$ cat config.mk
export PLATFORM = sky130hd
export DESIGN_NAME = dependency_count_task_scheduler
export DESIGN_NICKNAME = d
export VERILOG_FILES = /design/src/rtl/core/dcts_pkg.sv /design/src/rtl/core/dependency_count_task_scheduler.sv /design/src/rtl/core/dcts_ram.sv
export SDC_FILE = /design/constraint.sdc
export NUM_CORES = 2
export LEC_CHECK = 0
export ABC_AREA = 0
export ABC_CLOCK_PERIOD_IN_PS = 8080
export BUFFER_PORTS_ARGS = -buffer_cell sky130_fd_sc_hd__buf_2
export CAP_MARGIN = 5
export CORE_MARGIN = 2
export CORE_UTILIZATION = 50
export DETAILED_ROUTE_END_ITERATION = 10
export GPL_TIMING_DRIVEN = 0
export HOLD_SLACK_MARGIN = 0.05
export PLACE_DENSITY_LB_ADDON = 0.08
export SETUP_SLACK_MARGIN = 0.05
export SYNTH_ARGS = -nofsm -noshare
export SYNTH_HDL_FRONTEND = slang
export SYNTH_SLANG_ARGS = --single-unit
$ cat constraint.sdc
create_clock -name clk -period 8.08 [get_ports clk]
set_input_delay 2.02 -clock clk [delete_from_list [all_inputs] [get_ports clk]]
set_output_delay 2.02 -clock clk [all_outputs]
set_load 0.02 [all_outputs]
$ cat src/rtl/core/dcts_pkg.sv
package dcts_pkg;

    // request codes
    localparam logic [1:0] REQ_ADD    = 2'd0;
    localparam logic [1:0] REQ_UPDATE = 2'd1;
    localparam logic [1:0] REQ_LIST   = 2'd2;
    localparam logic [1:0] REQ_STATUS = 2'd3;

    // step states as stored in the table
    localparam logic [2:0] ST_PENDING  = 3'd0;
    localparam logic [2:0] ST_READY    = 3'd1;
    localparam logic [2:0] ST_RUNNING  = 3'd2;
    localparam logic [2:0] ST_FINISHED = 3'd3;
    localparam logic [2:0] ST_FAILED   = 3'd4;

    // result status codes
    localparam logic [1:0] STAT_OK       = 2'd0;
    localparam logic [1:0] STAT_MISMATCH = 2'd1;
    localparam logic [1:0] STAT_FULL     = 2'd2;
    localparam logic [1:0] STAT_BAD      = 2'd3;

    // one table entry
    typedef struct packed {
        logic [31:0] mask;
        logic [5:0]  cnt;
        logic [2:0]  st;
    } entry_t;

    // population count of one byte
    function automatic logic [3:0] pop8(input logic [7:0] v);
        logic [3:0] n;
        n = 4'd0;
        for (int i = 0; i < 8; i++)
        begin
            n = n + {3'd0, v[i]};
        end
        return n;
    endfunction

endpackage

$ cat src/rtl/core/dependency_count_task_scheduler.sv
// Build-step scheduler with dependency counting. Steps are appended by add
// requests and moved through pending, ready, running and finished or failed
// by update requests; finishing a step walks the table and releases every
// dependent whose count drops to zero. The whole table (state, count, mask)
// lives in one RAM with a single read and a single write port, and one
// request is handled at a time. Finishing updates and ready lists walk the
// table one entry per cycle through the read port, a ready list except while
// a found step waits for a stalled output register. The table needs no
// clearing after reset: only entries below the step count are ever read.
// Results go out through an output register, so a new request is taken
// while the last result of the previous one still waits.
module dependency_count_task_scheduler
    import dcts_pkg::*;
#(
    parameter int MAX_STEPS = 32
) (
    input  logic        clk,
    input  logic        rst_n,
    input  logic        req_valid,
    output logic        req_stall,
    input  logic [1:0]  req_type,
    input  logic [4:0]  target_step,
    input  logic [31:0] dependency_mask,
    input  logic [2:0]  new_state,
    input  logic [5:0]  max_count,
    output logic        rsp_valid,
    input  logic        rsp_stall,
    output logic [4:0]  step_index,
    output logic        found,
    output logic [1:0]  status,
    output logic [2:0]  observed_state,
    output logic [5:0]  total_steps,
    output logic [5:0]  remaining_steps,
    output logic        is_built,
    output logic        last
);

    localparam int CAP = (MAX_STEPS < 32) ? MAX_STEPS : 32;
    localparam int IW  = $clog2(CAP);
    localparam int EW  = $bits(entry_t);
    localparam logic [5:0] CAP_W = 6'(CAP);

    typedef enum logic [2:0] {
        S_IDLE,
        S_REQ,
        S_UPD_CHK,
        S_FIN,
        S_LIST,
        S_EMIT
    } fsm_t;

    fsm_t        state_reg, state_next;
    logic [1:0]  rq_type_reg, rq_type_next;
    logic [4:0]  rq_target_reg, rq_target_next;
    logic [31:0] rq_mask_reg, rq_mask_next;
    logic [2:0]  rq_want_reg, rq_want_next;
    logic [5:0]  rq_max_reg, rq_max_next;
    logic [5:0]  step_count_reg, step_count_next;
    logic [5:0]  remaining_reg, remaining_next;
    logic [5:0]  nzfin_reg, nzfin_next;
    logic [5:0]  rd_idx_reg, rd_idx_next;
    logic        dvalid_reg, dvalid_next;
    logic [IW-1:0] dat_idx_reg, dat_idx_next;
    logic        held_valid_reg, held_valid_next;
    logic [4:0]  held_idx_reg, held_idx_next;
    logic [5:0]  hit_cnt_reg, hit_cnt_next;
    logic [4:0]  res_idx_reg, res_idx_next;
    logic        res_found_reg, res_found_next;
    logic [1:0]  res_status_reg, res_status_next;
    logic [2:0]  res_obs_reg, res_obs_next;
    logic        rsp_valid_reg, rsp_valid_next;
    logic [4:0]  o_idx_reg, o_idx_next;
    logic        o_found_reg, o_found_next;
    logic [1:0]  o_status_reg, o_status_next;
    logic [2:0]  o_obs_reg, o_obs_next;
    logic [5:0]  o_total_reg, o_total_next;
    logic [5:0]  o_remain_reg, o_remain_next;
    logic        o_built_reg, o_built_next;
    logic        o_last_reg, o_last_next;

    logic          ram_wr_en;
    logic [IW-1:0] ram_wr_addr;
    logic [EW-1:0] ram_wr_data;
    logic          ram_rd_en;
    logic [IW-1:0] ram_rd_addr;
    logic [EW-1:0] ram_rd_data;
    entry_t        rd_entry;
    entry_t        wr_entry;

    logic        out_free;
    logic        out_load;
    logic [4:0]  ld_idx;
    logic        ld_found;
    logic [1:0]  ld_status;
    logic [2:0]  ld_obs;
    logic        ld_last;
    logic [5:0]  add_pop;
    logic        add_full;
    logic        add_bad;
    logic [2:0]  need_st;
    logic        act;
    logic [5:0]  dec_cnt;
    logic        hit;
    logic        nh_valid;
    logic [4:0]  nh_idx;
    logic [6:0]  cnt_inc;
    logic        list_done;

    // step table
    dcts_ram #(
        .WIDTH(EW),
        .DEPTH(CAP)
    ) u_table (
        .clk    (clk),
        .wr_en  (ram_wr_en),
        .wr_addr(ram_wr_addr),
        .wr_data(ram_wr_data),
        .rd_en  (ram_rd_en),
        .rd_addr(ram_rd_addr),
        .rd_data(ram_rd_data)
    );

    assign rd_entry    = ram_rd_data;
    assign ram_wr_data = wr_entry;

    // handshake and output ports
    assign req_stall       = (state_reg != S_IDLE);
    assign out_free        = !rsp_valid_reg || !rsp_stall;
    assign rsp_valid       = rsp_valid_reg;
    assign step_index      = o_idx_reg;
    assign found           = o_found_reg;
    assign status          = o_status_reg;
    assign observed_state  = o_obs_reg;
    assign total_steps     = o_total_reg;
    assign remaining_steps = o_remain_reg;
    assign is_built        = o_built_reg;
    assign last            = o_last_reg;

    // add checks and dependency count of the new step
    assign add_pop = 6'(pop8(rq_mask_reg[7:0])) + 6'(pop8(rq_mask_reg[15:8]))
                   + 6'(pop8(rq_mask_reg[23:16])) + 6'(pop8(rq_mask_reg[31:24]));
    assign add_full = (step_count_reg >= CAP_W);
    assign add_bad  = (step_count_reg < 6'd32) && ((rq_mask_reg >> step_count_reg) != 32'd0);

    // state that an update move requires
    always_comb
    begin
        need_st = ST_PENDING;
        act     = 1'b1;
        case (rq_want_reg) inside
            ST_READY:               need_st = ST_PENDING;
            ST_RUNNING:             need_st = ST_READY;
            ST_FINISHED, ST_FAILED: need_st = ST_RUNNING;
            default:                act     = 1'b0;
        endcase
    end

    // ready list bookkeeping
    assign dec_cnt   = rd_entry.cnt - 6'd1;
    assign hit       = dvalid_reg && (rd_entry.st == ST_READY);
    assign nh_valid  = hit || held_valid_reg;
    assign nh_idx    = hit ? 5'(dat_idx_reg) : held_idx_reg;
    assign cnt_inc   = {1'b0, hit_cnt_reg} + {6'd0, hit};
    assign list_done = (hit && (cnt_inc >= {1'b0, rq_max_reg})) || (rd_idx_reg >= step_count_reg);

    // request sequencer
    always_comb
    begin
        state_next      = state_reg;
        rq_type_next    = rq_type_reg;
        rq_target_next  = rq_target_reg;
        rq_mask_next    = rq_mask_reg;
        rq_want_next    = rq_want_reg;
        rq_max_next     = rq_max_reg;
        step_count_next = step_count_reg;
        remaining_next  = remaining_reg;
        nzfin_next      = nzfin_reg;
        rd_idx_next     = rd_idx_reg;
        dvalid_next     = dvalid_reg;
        dat_idx_next    = dat_idx_reg;
        held_valid_next = held_valid_reg;
        held_idx_next   = held_idx_reg;
        hit_cnt_next    = hit_cnt_reg;
        res_idx_next    = res_idx_reg;
        res_found_next  = res_found_reg;
        res_status_next = res_status_reg;
        res_obs_next    = res_obs_reg;
        ram_wr_en       = 1'b0;
        ram_wr_addr     = '0;
        wr_entry        = rd_entry;
        ram_rd_en       = 1'b0;
        ram_rd_addr     = '0;
        out_load        = 1'b0;
        ld_idx          = 5'd0;
        ld_found        = 1'b0;
        ld_status       = STAT_OK;
        ld_obs          = ST_PENDING;
        ld_last         = 1'b0;

        unique case (state_reg)
            S_IDLE:
            begin
                if (req_valid)
                begin
                    rq_type_next   = req_type;
                    rq_target_next = target_step;
                    rq_mask_next   = dependency_mask;
                    rq_want_next   = new_state;
                    rq_max_next    = max_count;
                    state_next     = S_REQ;
                end
            end

            S_REQ:
            begin
                res_idx_next    = 5'd0;
                res_found_next  = 1'b0;
                res_status_next = STAT_OK;
                res_obs_next    = ST_PENDING;
                state_next      = S_EMIT;
                case (rq_type_reg)
                    REQ_ADD:
                    begin
                        if (add_full)
                        begin
                            res_status_next = STAT_FULL;
                        end
                        else if (add_bad)
                        begin
                            res_status_next = STAT_BAD;
                        end
                        else
                        begin
                            ram_wr_en       = 1'b1;
                            ram_wr_addr     = step_count_reg[IW-1:0];
                            wr_entry.mask   = rq_mask_reg;
                            wr_entry.cnt    = add_pop;
                            wr_entry.st     = (rq_mask_reg == 32'd0) ? ST_READY : ST_PENDING;
                            step_count_next = step_count_reg + 6'd1;
                            remaining_next  = remaining_reg + 6'd1;
                            res_idx_next    = step_count_reg[4:0];
                            res_found_next  = 1'b1;
                        end
                    end
                    REQ_UPDATE:
                    begin
                        if ({1'b0, rq_target_reg} >= step_count_reg)
                        begin
                            res_status_next = STAT_BAD;
                        end
                        else if (act)
                        begin
                            ram_rd_en   = 1'b1;
                            ram_rd_addr = rq_target_reg[IW-1:0];
                            state_next  = S_UPD_CHK;
                        end
                    end
                    REQ_LIST:
                    begin
                        if (rq_max_reg != 6'd0)
                        begin
                            rd_idx_next     = 6'd0;
                            dvalid_next     = 1'b0;
                            held_valid_next = 1'b0;
                            hit_cnt_next    = 6'd0;
                            state_next      = S_LIST;
                        end
                    end
                    default:
                    begin
                        state_next = S_EMIT;
                    end
                endcase
            end

            S_UPD_CHK:
            begin
                if (rd_entry.st != need_st)
                begin
                    res_status_next = STAT_MISMATCH;
                    res_obs_next    = rd_entry.st;
                    state_next      = S_EMIT;
                end
                else
                begin
                    ram_wr_en   = 1'b1;
                    ram_wr_addr = rq_target_reg[IW-1:0];
                    wr_entry.st = rq_want_reg;
                    if (rq_want_reg == ST_FINISHED)
                    begin
                        remaining_next = remaining_reg - 6'd1;
                        if (rd_entry.cnt != 6'd0)
                        begin
                            nzfin_next = nzfin_reg + 6'd1;
                        end
                        rd_idx_next = 6'd0;
                        dvalid_next = 1'b0;
                        state_next  = S_FIN;
                    end
                    else
                    begin
                        state_next = S_EMIT;
                    end
                end
            end

            S_FIN:
            begin
                // write back the entry read last cycle
                if (dvalid_reg && rd_entry.mask[rq_target_reg] && (rd_entry.cnt != 6'd0))
                begin
                    ram_wr_en    = 1'b1;
                    ram_wr_addr  = dat_idx_reg;
                    wr_entry.cnt = dec_cnt;
                    if (dec_cnt == 6'd0)
                    begin
                        if (rd_entry.st == ST_PENDING)
                        begin
                            wr_entry.st = ST_READY;
                        end
                        if (rd_entry.st == ST_FINISHED)
                        begin
                            nzfin_next = nzfin_reg - 6'd1;
                        end
                    end
                end
                // read the next entry
                if (rd_idx_reg < step_count_reg)
                begin
                    ram_rd_en    = 1'b1;
                    ram_rd_addr  = rd_idx_reg[IW-1:0];
                    dat_idx_next = rd_idx_reg[IW-1:0];
                    rd_idx_next  = rd_idx_reg + 6'd1;
                    dvalid_next  = 1'b1;
                end
                else
                begin
                    dvalid_next = 1'b0;
                    state_next  = S_EMIT;
                end
            end

            S_LIST:
            begin
                // a new hit while one is held needs a free output register
                if (!(hit && held_valid_reg && !out_free))
                begin
                    if (hit && held_valid_reg)
                    begin
                        out_load = 1'b1;
                        ld_idx   = held_idx_reg;
                        ld_found = 1'b1;
                    end
                    hit_cnt_next = cnt_inc[5:0];
                    if (list_done)
                    begin
                        res_idx_next    = nh_valid ? nh_idx : 5'd0;
                        res_found_next  = nh_valid;
                        held_valid_next = 1'b0;
                        dvalid_next     = 1'b0;
                        state_next      = S_EMIT;
                    end
                    else
                    begin
                        ram_rd_en       = 1'b1;
                        ram_rd_addr     = rd_idx_reg[IW-1:0];
                        dat_idx_next    = rd_idx_reg[IW-1:0];
                        rd_idx_next     = rd_idx_reg + 6'd1;
                        dvalid_next     = 1'b1;
                        held_valid_next = nh_valid;
                        held_idx_next   = nh_idx;
                    end
                end
            end

            S_EMIT:
            begin
                if (out_free)
                begin
                    out_load   = 1'b1;
                    ld_idx     = res_idx_reg;
                    ld_found   = res_found_reg;
                    ld_status  = res_status_reg;
                    ld_obs     = res_obs_reg;
                    ld_last    = 1'b1;
                    state_next = S_IDLE;
                end
            end

            default:
            begin
                state_next = S_IDLE;
            end
        endcase
    end

    // output register
    always_comb
    begin
        rsp_valid_next = rsp_valid_reg;
        o_idx_next     = o_idx_reg;
        o_found_next   = o_found_reg;
        o_status_next  = o_status_reg;
        o_obs_next     = o_obs_reg;
        o_total_next   = o_total_reg;
        o_remain_next  = o_remain_reg;
        o_built_next   = o_built_reg;
        o_last_next    = o_last_reg;
        if (out_load)
        begin
            rsp_valid_next = 1'b1;
            o_idx_next     = ld_idx;
            o_found_next   = ld_found;
            o_status_next  = ld_status;
            o_obs_next     = ld_obs;
            o_total_next   = step_count_reg;
            o_remain_next  = remaining_reg;
            o_built_next   = (remaining_reg == 6'd0) && (nzfin_reg == 6'd0);
            o_last_next    = ld_last;
        end
        else if (rsp_valid_reg && !rsp_stall)
        begin
            rsp_valid_next = 1'b0;
        end
    end

    // state and registered outputs
    always_ff @(posedge clk or negedge rst_n)
    begin
        if (!rst_n)
        begin
            state_reg      <= S_IDLE;
            rq_type_reg    <= REQ_ADD;
            rq_target_reg  <= 5'd0;
            rq_mask_reg    <= 32'd0;
            rq_want_reg    <= ST_PENDING;
            rq_max_reg     <= 6'd0;
            step_count_reg <= 6'd0;
            remaining_reg  <= 6'd0;
            nzfin_reg      <= 6'd0;
            rd_idx_reg     <= 6'd0;
            dvalid_reg     <= 1'b0;
            dat_idx_reg    <= '0;
            held_valid_reg <= 1'b0;
            held_idx_reg   <= 5'd0;
            hit_cnt_reg    <= 6'd0;
            res_idx_reg    <= 5'd0;
            res_found_reg  <= 1'b0;
            res_status_reg <= STAT_OK;
            res_obs_reg    <= ST_PENDING;
            rsp_valid_reg  <= 1'b0;
            o_idx_reg      <= 5'd0;
            o_found_reg    <= 1'b0;
            o_status_reg   <= STAT_OK;
            o_obs_reg      <= ST_PENDING;
            o_total_reg    <= 6'd0;
            o_remain_reg   <= 6'd0;
            o_built_reg    <= 1'b0;
            o_last_reg     <= 1'b0;
        end
        else
        begin
            state_reg      <= state_next;
            rq_type_reg    <= rq_type_next;
            rq_target_reg  <= rq_target_next;
            rq_mask_reg    <= rq_mask_next;
            rq_want_reg    <= rq_want_next;
            rq_max_reg     <= rq_max_next;
            step_count_reg <= step_count_next;
            remaining_reg  <= remaining_next;
            nzfin_reg      <= nzfin_next;
            rd_idx_reg     <= rd_idx_next;
            dvalid_reg     <= dvalid_next;
            dat_idx_reg    <= dat_idx_next;
            held_valid_reg <= held_valid_next;
            held_idx_reg   <= held_idx_next;
            hit_cnt_reg    <= hit_cnt_next;
            res_idx_reg    <= res_idx_next;
            res_found_reg  <= res_found_next;
            res_status_reg <= res_status_next;
            res_obs_reg    <= res_obs_next;
            rsp_valid_reg  <= rsp_valid_next;
            o_idx_reg      <= o_idx_next;
            o_found_reg    <= o_found_next;
            o_status_reg   <= o_status_next;
            o_obs_reg      <= o_obs_next;
            o_total_reg    <= o_total_next;
            o_remain_reg   <= o_remain_next;
            o_built_reg    <= o_built_next;
            o_last_reg     <= o_last_next;
        end
    end

    // step count only grows, one step at a time
    a_count_grows: assert property (@(posedge clk) disable iff (!rst_n)
        (step_count_reg != $past(step_count_reg))
            |-> (step_count_reg == $past(step_count_reg) + 6'd1))
        else $error("step count moved by other than one");

    // unfinished and finished-with-count tallies stay within the table
    a_tallies: assert property (@(posedge clk) disable iff (!rst_n)
        (remaining_reg <= step_count_reg)
            && (nzfin_reg <= step_count_reg - remaining_reg))
        else $error("step tallies out of range");

    // a stalled result keeps valid and its payload
    a_rsp_hold: assert property (@(posedge clk) disable iff (!rst_n)
        (rsp_valid && rsp_stall)
            |=> (rsp_valid && $stable({step_index, found, status, observed_state,
                                       total_steps, remaining_steps, is_built, last})))
        else $error("stalled result changed");

endmodule

$ cat src/rtl/core/dcts_ram.sv
module dcts_ram #(
    parameter int WIDTH = 8,
    parameter int DEPTH = 32
) (
    input  logic                     clk,
    input  logic                     wr_en,
    input  logic [$clog2(DEPTH)-1:0] wr_addr,
    input  logic [WIDTH-1:0]         wr_data,
    input  logic                     rd_en,
    input  logic [$clog2(DEPTH)-1:0] rd_addr,
    output logic [WIDTH-1:0]         rd_data
);

    logic [WIDTH-1:0] mem [DEPTH];

    // one write port, one registered read port that holds when idle
    always_ff @(posedge clk)
    begin
        if (wr_en)
        begin
            mem[wr_addr] <= wr_data;
        end
        if (rd_en)
        begin
            rd_data <= mem[rd_addr];
        end
    end

endmodule

==> metrics.md <==
| Metric | Value |
|---|---|
| Initial antenna violation count | `8` |
| Final Skew | `25.66 ps` |
| Post-DP HPWL | `136.5 mm` |
| Gate power share | `0.286` |
| # setup viols final | `0` |
| Setup crit start kind | `flop` |
| Vias in the first global route | `39.14k` |
| P_sw | `7.118 mW` |
| Routed wire length | `192.1 mm` |
| Setup CP Type | `reg2reg` |
| Mapped cell area | `0.06157 mm^2` |
| Power, Total | `22.15 mW` |
| Worst skew pair latency | `780 ps` |
| Most common cell after layout, fill and taps aside | `edfxtp_1` |
| PortBufs | `78` |
| Flop pwr share | `0.408` |
| Chip Width | `354.9 um` |
| Critical R2R Launch | `u_table.rd_data[0]` |
| Slew @ Worst Pin | `1422 ps` |
| Peak Freq | `128.2 MHz` |
| Cell taking the most area after synthesis | `edfxtp_1` |
| PD cells | `313.5 mW/mm^2` |
| Async set or reset register ratio after synthesis | `0.08766` |
| Max VDD drop | `1108 uV` |
| Final ANT Viol Nets | `0` |
| Global Route Usage Sum | `0.3034` |
| Maxcap violations | `0` |
| Total Nets Final | `5,070` |
| Grt ovf | `0` |
| Root Driver | `clkbuf_16` |
| Top post-synthesis cells by area | `edfxtp_1 66%, nand2_1 7.0%, dfrtp_1 5.3%, mux2i_1 3.3%, nand3_1 2.2%` |
| Crit Path Max Fanout | `10` |
| Die ar. | `0.1260 mm^2` |
| Final GP Congestion | `0.9336` |
| Yosys top cell area share | `0.6599` |
| Most frequent cells in the layout | `1,353 x edfxtp_1, 1,151 x nand2_1, 270 x nand3_1` |
| Routed len/inst | `28.72 um` |
| Drt first pass iters | `5` |
| Yosys warning count | `0` |
| PnR worst setup slack | `279.2 ps` |
| Multiplexer area fraction after synthesis | `0.04709` |
| Ports | `79` |
| CTS max path bufs | `3` |
| Rel. slew slack | `0.05188` |
| H-tree depth | `4` |
| Num CTS Buffers | `157` |
| Vias per inst | `6.077` |
| First-pass GRT wire length | `273.5 mm` |
| Largest net degree at the start of global routing | `90` |
| Final period util | `0.9654` |
| Clock power frac | `0.305` |
| Setup TNS | `0 ps` |
| Max reg flops | `1,312` |
| Layout fillers | `9,826` |
| Core area | `0.1220 mm^2` |
| Critical Path AT | `8280 ps` |
| Fin. Hold Viols | `0` |
| Clock-pin slew on the worst setup and hold paths | `60 ps` |
| Number of synthesized flops with an enable pin | `1,353` |
| Vias | `40.64k` |
| Adder-cell share of the synthesized area | `0.01740` |
| Sequential area share after synthesis | `0.7128` |
| HP Class | `reg2reg` |
| RSZ-0062 raised after global routing | `false` |
| CTS sink count | `1,483` |
| CP startpoint | `u_table.rd_data[0]` |
| Largest family of logic cells by synthesized area | `simple AND/OR/NAND/NOR gates` |
| Minimum clock period | `7801 ps` |
| WHS | `460.8 ps` |
| Yosys reg bits | `1,483` |
| Worst Path Required | `8550 ps` |
| CTS tree | `done` |
| Iteration-0 DRC Markers | `5,240` |
| DP Worst Slack | `-390.0 ps` |
| Most used DFF post-synth | `edfxtp_1` |
| Layout cells sized above 1 | `0.1233` |
| Initial core utilization | `0.5045` |
| Setup Buffers After CTS | `0` |
| Worst setup EP type | `flop` |
| Compound-Gate Fraction of Synth Area | `0.06022` |
| # rows | `128` |
| Outcome | `finished clean` |
| CTS Hold Buffers Added | `0` |
| Synth cell types | `85` |
| Post-synthesis cell count | `4,596` |
| Post-synthesis simple-gate area fraction | `0.1346` |
| Syn Area/Cell | `13.40 um^2` |
| Chip Height | `354.9 um` |
| Area grow syn2layout | `14.76%` |
| Leakage | `25.21 nW` |
| Switch share | `0.3213` |
| Final Slew Violations | `0` |
| Internal power | `15.03 mW` |
| Min-delay src | `remaining_steps[3]` |
| Post-Synth XOR/XNOR Area | `0.003983` |
| DRC violations left | `0` |
| Syn Nets | `4,718` |
==> Yosys cell counts, types with 5 or more instances <==
cell	instances
a211oi_1	85
a21o_1	13
a21oi_1	66
a221o_1	5
a22o_1	8
a22oi_1	11
a311oi_1	72
a31oi_1	54
a32oi_1	11
a41oi_1	8
and2_1	6
and3_1	166
buf_1	27
buf_2	75
clkbuf_1	165
dfrtp_1	130
edfxtp_1	1353
fa_1	26
ha_1	44
inv_1	86
mux2_2	59
mux2i_1	203
mux4_2	9
nand2_1	1152
nand2b_1	13
nand3_1	272
nand3b_1	5
nand4_1	62
nor2_1	63
nor2b_1	9
nor3_1	39
nor4_1	51
o2111ai_1	38
o211ai_1	6
o21ai_0	94
xnor2_1	21
xor2_1	7
==> logic make-up (layout without fill, tap and decap cells) <==
family                     after synthesis  in the layout
other                                    0              1
muxes                                  271            271
DFF                                   1483           1483
AOI/OAI and AO/OA                      521            521
xor gates and xnor gates                28             28
and+or+nand+nor                       1863           1863
adders and majority gates               70             70
buffers and inverters                  360            825
==> power groups by stage <==
stage          clock network, mW  logic (mW)  registers (mW)
3_5_place_dp                   0        6.24            9.19
4_1_cts                     6.83        6.30            9.03
5_1_grt                     7.09        6.84            9.05
3_3_place_gp                   0        6.16            9.20
2_1_floorplan                  0        4.22            9.04
6_report                    6.76        6.34            9.05
==> layer usage <==
| layer | part of all wire | up-vias | routed length (um) | GRT usage |
|---|---|---|---|---|
| li1 | - | 17830 | - | - |
| met1 | 0.40 | 20490 | 76550 | 0.4073 |
| met2 | 0.48 | 1953 | 91550 | 0.4962 |
| met3 | 0.088 | 365 | 16910 | 0.05513 |
| met4 | 0.037 | 0 | 7083 | 0.1133 |
| met5 | 0 | - | 0 | 0 |
==> layout make-up <==
class	instances	area, um^2	share of cell area
multi-input combinational	2753	16580	0.2347
buffer	272	1149	0.01626
timing repair buffer	193	1954	0.02766
antenna	1	2.502	0.00003542
inverter	88	330.3	0.004675
tap	1625	2033	0.02878
sequential	1483	43880	0.6211
clock inverter	69	490.5	0.006942
clock buffer	203	4227	0.05982
==> path summary, 6_finish.rpt <==
kind / slack (ps) / cells after the start / endpoint
min in group asynchronous: 1180 / 1 / nzfin_reg[4]
worst max-delay path: 280 / 19 / u_table.rd_data[15]
max in group asynchronous: 6060 / 2 / rq_mask_reg[3]
worst max register to register: 280 / 19 / u_table.rd_data[15]
worst min register to register: 460 / 2 / remaining_steps[3]
worst min-delay path: 460 / 2 / remaining_steps[3]
==> timing repair <==
| item | 4_1_cts | 5_1_grt |
|---|---|---|
| pin swaps | 0 | 0 |
| setup endpoints to repair | 19 | 35 |
| gates resized for setup | 15 | 10 |
==> critical path, cell delays in order, from the launching register on <==
cell      delay, ps
edfxtp_1        530
inv_1           230
nor4_2          460
clkbuf_2        430
ha_1            280
ha_1            240
nand3_1         130
xnor2_1         210
ha_1            280
a21o_1          170
a21oi_1         130
o21ai_0         310
o21ai_0         580
a31oi_4         280
o22ai_2         520
clkbuf_1        800
clkbuf_1        540
a311oi_1        240
nor4_1          930
nand3_1         160
==> metrics by stage <==
step / instance area, um^2 / cells / util
CTS: 70580 / 6685 / 0.5784
global route: 70650 / 6686 / 0.5789
detailed placement: 65780 / 6413 / 0.5390
global placement: 63990 / 6299 / 0.5243
finish: 70650 / 6687 / 0.5789
floorplan: 61570 / 4596 / -
(Power assumes the default switching activity.)
